[config.mk]
export PLATFORM = sky130hd
export DESIGN_NAME = scl1_divider
export DESIGN_NICKNAME = d
export VERILOG_FILES = /design/src/hw/rtl/scl1_pkg.sv /design/src/hw/rtl/scl1_divider.sv
export SDC_FILE = /design/constraint.sdc
export NUM_CORES = 1
export LEC_CHECK = 0
export BUFFER_PORTS_ARGS = -buffer_cell sky130_fd_sc_hd__buf_2
export CAP_MARGIN = 25
export CORE_ASPECT_RATIO = 1.2
export CORE_MARGIN = 2
export CORE_UTILIZATION = 64
export DETAILED_ROUTE_END_ITERATION = 7
export PLACE_DENSITY = 0.95
export SYNTH_ARGS = -nofsm -noshare
export SYNTH_HDL_FRONTEND = slang
export SYNTH_SLANG_ARGS = --single-unit
[constraint.sdc]
create_clock -name clock -period 11 [get_ports clock]
set_clock_uncertainty 0.1 [all_clocks]
set_input_delay 0.55 -clock clock [delete_from_list [all_inputs] [get_ports clock]]
set_output_delay 0.55 -clock clock [all_outputs]
set_load 0.05 [all_outputs]
[src/hw/rtl/scl1_pkg.sv]
// Shared types and constants for the scaled codebook L1 search.
// No dependencies.
`timescale 1ns / 1ps
package scl1_pkg;
   localparam int Entries    = 32;
   localparam int MaxSamples = 64;
   localparam int EntW       = $clog2(Entries);
   localparam int PosW       = $clog2(MaxSamples);
   localparam int AddrW      = EntW + PosW;
   localparam int GainLimit  = 100;

   typedef enum logic [1:0] {
      OP_LOAD_PATTERN = 2'd0,
      OP_LOAD_TAG     = 2'd1,
      OP_LOAD_WINDOW  = 2'd2,
      OP_SEARCH       = 2'd3
   } op_type;

   localparam logic [0:0] REG_WINDOW_LENGTH  = 1'b0;
   localparam logic [0:0] REG_ENTRIES_IN_USE = 1'b1;

   // divider handshake
   typedef struct packed {
      logic        start;
      logic [31:0] dividend;
      logic [31:0] divisor;
   } div_req_type;

   typedef struct packed {
      logic        done;
      logic [31:0] quotient;
   } div_rsp_type;
endpackage

[src/hw/rtl/scl1_divider.sv]
// Iterative signed divider, one quotient bit per cycle, truncating toward zero.
// Depends on scl1_pkg.
`timescale 1ns / 1ps
module scl1_divider (
   input  logic                 clock,
   input  logic                 reset,
   input  scl1_pkg::div_req_type req,
   output scl1_pkg::div_rsp_type rsp
);
   logic        busy_ff, busy_in;
   logic [5:0]  count_ff, count_in;
   logic [31:0] rem_ff, rem_in, quo_ff, quo_in, dsr_ff, dsr_in;
   logic        neg_ff, neg_in, done_ff, done_in;
   logic [32:0] trial;

   assign trial = {rem_ff, quo_ff[31]} - {1'b0, dsr_ff};

   always_comb begin
      busy_in = busy_ff; count_in = count_ff; rem_in = rem_ff;
      quo_in = quo_ff; dsr_in = dsr_ff; neg_in = neg_ff; done_in = 1'b0;
      if (req.start) begin
         busy_in  = 1'b1;
         count_in = 6'd32;
         rem_in   = '0;
         quo_in   = req.dividend[31] ? -req.dividend : req.dividend;
         dsr_in   = req.divisor[31] ? -req.divisor : req.divisor;
         neg_in   = req.dividend[31] ^ req.divisor[31];
      end else if (busy_ff) begin
         // shift-subtract one bit
         if (!trial[32]) begin
            rem_in = trial[31:0];
            quo_in = {quo_ff[30:0], 1'b1};
         end else begin
            rem_in = {rem_ff[30:0], quo_ff[31]};
            quo_in = {quo_ff[30:0], 1'b0};
         end
         count_in = count_ff - 6'd1;
         if (count_ff == 6'd1) begin
            busy_in = 1'b0;
            done_in = 1'b1;
            if (neg_ff) quo_in = -quo_in;
         end
      end
   end

   always_ff @(posedge clock) begin
      if (reset) begin
         busy_ff <= 1'b0; done_ff <= 1'b0; count_ff <= '0;
      end else begin
         busy_ff <= busy_in; done_ff <= done_in; count_ff <= count_in;
      end
      rem_ff <= rem_in; quo_ff <= quo_in; dsr_ff <= dsr_in; neg_ff <= neg_in;
   end

   assign rsp.done     = done_ff;
   assign rsp.quotient = quo_ff;

`ifndef NO_ASSERTIONS
   a_done_ends_busy: assert property (@(posedge clock) disable iff (reset)
      done_ff |-> !busy_ff) else $error("divider done while busy");
   a_count_live: assert property (@(posedge clock) disable iff (reset)
      busy_ff && !req.start |-> count_ff != 6'd0) else $error("divider count underflow");
   a_start_busy: assert property (@(posedge clock) disable iff (reset)
      req.start |=> busy_ff) else $error("divider did not start");
`endif
endmodule

# Word-level counts from Yosys, hierarchy flattened
# Cells that the tools add are included.
[word_totals]
latch_bits = 0
output_inout_bits = 33
mem_bits_rw = 0
mem_bits_ro = 0
ff_bits = 105
in_bits = 67
mem_count = 0
[op_classes]
n_shift = 0
n_reduce_logical = 3
order_cmp = 0
bitwise_logic = 2
addsub = 5
n_mul = 0
div = 0
eq_ne = 1
mux = 16
[op_table]
columns = ["cell", "n"]
rows = [
  ["$mux 32", 8],
  ["$neg 32->32", 3],
  ["$sub 33x32->33", 1],
  ["$mux 31", 1],
  ["$mux 6", 2],
  ["$eq 6x1->1 const B", 1],
  ["$sub 6x1->6 const B", 1],
  ["$mux 1", 5],
  ["$reduce_or 3->1", 1],
  ["$reduce_bool 2->1", 1],
  ["$reduce_or 2->1", 1],
  ["$not 1->1", 1],
  ["$xor 1x1->1", 1],
]

# Logic depth before layout (Yosys ltp)
# Gate-level depths: netlist (run 1).
[logic_depth]
word_depth = 9
ltp_mapped = 22

# Least setup slack after synthesis (run 1)
# Ideal clock, no wire load.
[synth_timing]
kind = "register to register"
start = "register quo_ff[31]"
end = "register quo_ff[30] (data pin)"
required_ps = 10630
setup_time_ps = 270
arrival_ps = 4479
period_less_slack_ps = 4849
path_stages_with_launch = 23
setup_slack_ps = 6151
path_buffers = 2
cell_sequence = "edfxtp_1 inv_1 ha_1 fa_1 nand2b_1 a21oi_1 o41ai_1 o21ai_1 and3_1 or3_1 and2_1 clkbuf_1 inv_2 clkbuf_1 ha_1 nand2_1 nor2_1 nand4_1 nor2_1 a21oi_1 xor2_1 nor2_1 a21oi_1"
[synth_between]
elab_chain_len = 9
[synth_rtl]
columns = ["item", "line", "source"]
rows = [
  ["start, declared", "scl1_divider.sv:12", "logic [31:0] rem_ff, rem_in, quo_ff, quo_in, dsr_ff, dsr_in;"],
  ["start signal, assigned", "scl1_divider.sv:52", "rem_ff <= rem_in; quo_ff <= quo_in; dsr_ff <= dsr_in; neg_ff <= neg_in;"],
  ["$sub 33x32->33", "scl1_divider.sv:16", "assign trial = {rem_ff, quo_ff[31]} - {1'b0, dsr_ff};"],
  ["$mux 1", "scl1_divider.sv:30", "if (!trial[32]) begin"],
  ["$mux 32", "scl1_divider.sv:28", "end else if (busy_ff) begin"],
  ["$mux 32", "scl1_divider.sv:21", "if (req.start) begin"],
  ["$neg 32->32", "scl1_divider.sv:41", "if (neg_ff) quo_in = -quo_in;"],
  ["$mux 32", "scl1_divider.sv:41", ""],
  ["$mux 32", "scl1_divider.sv:38", "if (count_ff == 6'd1) begin"],
  ["$mux 32", "scl1_divider.sv:28", ""],
  ["$mux 32", "scl1_divider.sv:21", ""],
  ["via quo_in[30]", "scl1_divider.sv:12", ""],
]
# The timed path passes the listed nets, and every way through them passes these cells. The select of a mux whose other input is x is not followed.
# A chain may end at the register's enable or synchronous reset.

# Final worst setup path (run 1)
[layout_timing]
start = "register quo_ff[31]"
end = "register quo_ff[26] (data pin)"
# Same word-level chain as after synthesis.

==> results_dict.tcl, run 1 <==
set metrics [dict create \
    run_status "finished clean" \
    die_w_microns 103 \
    antenna_left 0 \
    synthesis.instances 865 \
    synth.area.top_cells "edfxtp_1 26%, dfxtp_1 11%, xnor2_1 8.9%" \
    grt_max_degree 72 \
    synth_edf_count 65 \
    syn-num-nets 970 \
    placedCellCount 1084 \
    drt_iter0_markers 499 \
    area_delta_synth_final_pct 11.5 \
    drive_gt1_share_pct 14.7 \
    power.density_nw_per_um2 148 \
    final_cell_area_sq_um 8430 \
    viasPerCell 6.18 \
    core_area_sq_um 11600 \
    crit_fanout 34 \
    max_freq_mhz 181 \
    hold_buffers 0 \
    cts_buffers 9 \
    crit_type "reg -> reg" \
    routabilityCongestion 0.928 \
    maxSlewHeadroom_pct 43.3 \
    dp_hpwl_microns 12700 \
    cts-root-buf "clkbuf_16" \
    cts_num_sinks 105 \
    routed_wl_microns 17700 \
    synth_largest_area_cell "edfxtp_1" \
    htreeDepth 3 \
    grt_pass1_vias 6331 \
    dr.pass1.iters 5 \
    netlist-cell-type-count 61 \
    place_area_sq_um 8130 \
    fillers 846 \
    final-instance-count-excl-fill 1101 \
    pin_count 100 \
    worst_pin_slew_ns 0.840 \
    ys_ff_latch 105 \
    tns_ns 0 \
    cp_data_arrival_time_ns 5.51 \
    die_y_microns 123 \
    ys_warn_count 0 \
    ys_seq_area_share_pct 36.4 \
    antenna_found_initial 0 \
    diodes 0 \
    fin_nets 1044 \
    hold_viol_final 0 \
    rsz0062_at_grt "false" \
    grt-ovfl-total 0 \
    whs_ns 0.257 \
    post_cts_resized 0 \
    routedWlPerCell_microns 16.0 \
    cts_tree "yes" \
    grt_pass1_wl_microns 28800 \
    required_ns 10.99 \
    route.vias.total 6799 \
    rows 43 \
    synth_flop_cell "edfxtp_1" \
    path_clk_slew_ns 0.08 \
    slew_viol_final 0 \
    p_leak_nw 3.43 \
    synth_top_area_share_pct 25.8 \
    r2r_cells 21 \
    hold_path.class "in -> reg" \
    cp-start-kind "flip-flop" \
    clk-insertion-delay-late_ns 0.36 \
    fin_crit_sh_pct 50.2 \
    peakVddDrop_mv 0.0782 \
    endpoint_kind "flip-flop" \
    syn_avg_cell_area_sq_um 8.74 \
    start_util_pct 65.4 \
    clock_path_buffers 2 \
    post_cts_buffers 0 \
    period_needed_ns 5.52 \
    grt_use_total_pct 28.5 \
    cap_viol_max_count 0 \
    synth_async_sr_flop_share_pct 0 \
    whs_path_depth 2 \
    finalSetupViolations 0 \
    portBuffers 99 \
    dieArea_sq_um 12700 \
    drcViolationCount 0 \
    netlist_area_sq_um 7560 \
]
## metal layers
layer  part of all wire [%]  vias up  GRT usage (%)  wire length [microns]
met2                     50      282           50.2                   8770
met4                    2.2        0           10.4                    393
met1                     41     3206           35.5                   7310
met5                      0        -              0                      0
li1                       -     3276              -                      -
met3                    6.7       35           3.73                   1190
## layout make-up
class	count	area, sq um	share of cell area, %
well taps	157	196	2.33
repair buffers	103	528	6.26
flip-flops and latches	105	2750	32.7
clock inverters	6	48.8	0.579
clock buffers	10	250	2.97
multi-input cells	670	4470	53.0
inverters	50	188	2.23
## per-stage QoR
step / power (mW) / setup slack [ns] / utilization, %
after floorplan: 0.821 / 6.15 / -
after global placement: 0.909 / 5.74 / 70.2
after detailed placement: 0.923 / 5.52 / 70.2
after CTS: 1.25 / 5.49 / 72.8
after global routing: 1.31 / 5.03 / 72.9
final: 1.25 / 5.48 / 72.9
## path summary, 6_finish.rpt
| check | end | slack, ns | from |
|---|---|---|---|
| min | busy_ff | 0.26 | reset |
| max | quo_ff[26] | 5.48 | quo_ff[31] |
| max reg2reg | quo_ff[26] | 5.48 | quo_ff[31] |
| min reg2reg | rem_ff[1] | 0.39 | rem_ff[1] |
## critical path, cell delays in order (launching register included)
cell,delay (ns)
edfxtp_1,0.42
inv_1,0.08
ha_1,0.19
fa_1,0.19
nand2b_1,0.15
a21oi_1,0.09
o41ai_1,0.75
o21ai_1,0.16
and3_1,0.21
or3_1,0.40
and2_1,0.18
buf_4,0.24
inv_2,0.48
ha_1,0.29
nand2_1,0.10
nor2_1,0.27
nand4_1,0.21
nor2_1,0.29
a21oi_1,0.12
xor2_1,0.17
nor2_1,0.12
a21oi_1,0.06
## cells by family after synthesis
family          synth area share (%)
fa+ha+maj                       6.39
mux                             1.19
simple gates                    16.5
flops                           36.4
compound gates                  21.2
buf+inv                         4.52
xor+xnor                        13.8
## state kept, by name, indices dropped and copies added, names as in the netlist
signal / cells
busy_ff: 1
count_ff: 6
done_ff: 1
dsr_ff: 32
neg_ff: 1
quo_ff: 32
rem_ff: 32
## report_power, final
part,switching [mW],internal [mW],leakage [nW]
registers,0.0396,0.470,0.974
logic,0.265,0.150,2.31
clock network,0.157,0.170,0.149
total,0.462,0.790,3.43
## cell usage after synthesis (all sizes together), types with 2 or more instances
library cell / number
nand2: 99
xnor2: 77
nor2: 75
a21oi: 65
edfxtp: 65
o21ai: 53
inv: 49
xor2: 42
dfxtp: 40
ha: 37
clkbuf: 33
o31ai: 20
a311oi: 19
or4: 19
a211oi: 16
a21o: 16
nor3: 13
o41ai: 13
or3: 12
nand2b: 10
mux2i: 9
o211ai: 8
a31oi: 7
buf: 7
nand4: 7
nand3: 5
nor4: 5
o21a: 5
o21bai: 5
or2: 4
a21boi: 3
and2: 3
and3: 3
o31a: 2
## placed cells by master, fill, tap and decap left out, types with 7 or more instances in the layout
master,count
nand2_1,99
buf_2,98
xnor2_1,77
nor2_1,75
a21oi_1,65
edfxtp_1,65
o21ai_0,49
inv_1,48
xor2_1,42
dfxtp_1,39
ha_1,37
o31ai_1,19
a311oi_1,19
a21o_1,16
a211oi_1,16
or4_1,14
nor3_1,13
nand2b_1,10
o41ai_1,10
or3_1,10
clkbuf_16,10
mux2i_1,9
o211ai_1,8
nand4_1,7
a31oi_1,7
No activity file was read; power rests on OpenSTA's default activity.
==> inputs of run 2 (changes only) <==
- CORE_UTILIZATION: 64 -> 53
- PLACE_DENSITY: 0.95 -> 0.87
- clock period: 11 -> 4.92 ns (I/O delays scaled with it)
==> results_dict.tcl, run 2 (same netlist as run 1, synthesis figures left out) <==
set metrics [dict create \
    power.density_nw_per_um2 329 \
    rsz0062_at_grt "false" \
    die_w_microns 113 \
    cts_buffers 9 \
    cp_data_arrival_time_ns 4.36 \
    max_freq_mhz 228 \
    diodes 0 \
    fillers 1161 \
    p_leak_nw 3.44 \
    routabilityCongestion 0.883 \
    rows 47 \
    portBuffers 99 \
    slowest_stage "edfxtp_1" \
    placedCellCount 1102 \
    grt_pass1_wl_microns 29500 \
    finalSetupViolations 0 \
    grt_pass1_vias 6437 \
    regArea_sq_um 2750 \
    final_common_cell "nand2_1" \
    grt-ovfl-total 0 \
    start_util_pct 54.5 \
    dr.pass1.iters 8 \
    clock_path_buffers 2 \
    dp_hpwl_microns 12900 \
    fin_nets 1048 \
    hold_path.class "in -> reg" \
    whs_path_depth 1 \
    min_to "dsr_ff[0]" \
    antenna_found_initial 0 \
    cts_tree "yes" \
    grt_use_total_pct 23.5 \
    slew_viol_final 0 \
    reg.largest.list "dsr_ff (32), quo_ff (32), rem_ff (32)" \
    cp-start-kind "flip-flop" \
    period_needed_ns 4.39 \
    crit_type "reg -> reg" \
    cts-root-buf "clkbuf_16" \
    mostFrequentLayoutCells "99 x nand2_1, 98 x buf_2, 77 x xnor2_1" \
    r2r_slack_ns 0.53 \
    routed_wl_microns 17700 \
    antenna_left 0 \
    drcViolationCount 12 \
    multi_input_area_sq_um 4470 \
    die_y_microns 135 \
    crit_fanout 5 \
    totalPowerFinal_mw 2.79 \
    path_cells "inv_1 > ha_1 > fa_1 > nand2b_1 > a21oi_1 > o41ai_1 > buf_4 > o21ai_1 > and3_1 > or3_1 > and2_1 > inv_2 > ha_1 > nand2_1 > nor2_1 > nand4_1 > nor2_1 > a21oi_1 > xor2_1 > nor2_1 > a21oi_1" \
    viasPerCell 5.98 \
    grt_max_degree 76 \
    crit_family "simple AND/OR/NAND/NOR gates" \
    cp.buffers_inverters 3 \
    drt_iter0_markers 562 \
    worst_pin_slew_ns 0.890 \
    routedWlPerCell_microns 15.8 \
    fin_crit_sh_pct 89.2 \
    maxSlewHeadroom_pct 40.6 \
    endpoint_kind "flip-flop" \
    r2r_end "quo_ff[26]" \
    cts_num_sinks 105 \
    peakVddDrop_mv 0.170 \
    min_from "req[0]" \
    whs_ns 0.0451 \
    violations "design-rule violations" \
    cap_viol_max_count 0 \
    path_clk_slew_ns 0.07 \
    run_status "finished with violations" \
    clk-insertion-delay-late_ns 0.35 \
    hold_viol_final 0 \
    pin_count 100 \
    tns_ns 0 \
    htreeDepth 3 \
    max_stage_delay_ns 0.42 \
    required_ns 4.89 \
    route.vias.total 6697 \
    dieArea_sq_um 15200 \
    drive_gt1_share_pct 14.8 \
    core_area_sq_um 13900 \
    r2r_start "quo_ff[31]" \
    r2r_cells 21 \
    area_delta_synth_final_pct 12.1 \
    final-instance-count-excl-fill 1119 \
    post_cts_buffers 0 \
]
[run 2: layer usage]
layer	wire, microns	GRT usage (%)	vias to the layer above
li1	-	-	3291
met1	7560	29.7	3139
met2	8670	40.8	237
met3	1130	3.90	30
met4	355	7.79	0
met5	0	0	-
[run 2: worst reg2reg max path: cells and delay by family, from the launching register on]
family,cells,cell delay (ns)
simple gates,9,1.89
buf+inv,3,0.33
compound gates,5,0.67
fa+ha+maj,3,0.51
flops,1,0.42
xor+xnor,1,0.19
[run 2: worst max path at each step]
stage                    start         end  depth (start not counted)
global route        quo_ff[31]  quo_ff[26]                         21
CTS                 quo_ff[31]  quo_ff[26]                         21
floorplan           quo_ff[31]  quo_ff[30]                         22
global placement    quo_ff[31]  quo_ff[26]                         21
finish              quo_ff[31]  quo_ff[26]                         21
detailed placement  quo_ff[31]  quo_ff[26]                         21
[run 2: what timing repair did]
action                     CTS  global route
hold buffers                 1             0
hold endpoints to repair     2             0
resized for setup            0             0
setup endpoints to repair    0             0
[run 2: area by class of cell]
cell class              instances  share of cell area, %
multi-input cells             670                   52.7
inverters                      50                   2.21
flip-flops and latches        105                   32.5
clock inverters                 3                  0.251
clock buffers                  13                   3.20
repair buffers                107                   6.61
well taps                     171                   2.52
[run 2: report_power, final]
part | internal [mW] | switching, mW
logic | 0.342 | 0.598
registers | 1.05 | 0.0847
clock network | 0.390 | 0.321
[run 2: stage by stage]
stage                     util [%]  setup WS (ns)  cell area (sq um)
after floorplan                  -         0.0707               7560
after global placement        58.9          0.740               8170
after detailed placement      58.9          0.610               8170
after CTS                     61.1          0.561               8480
after global routing          61.1          0.181               8480
final                         61.1          0.532               8480
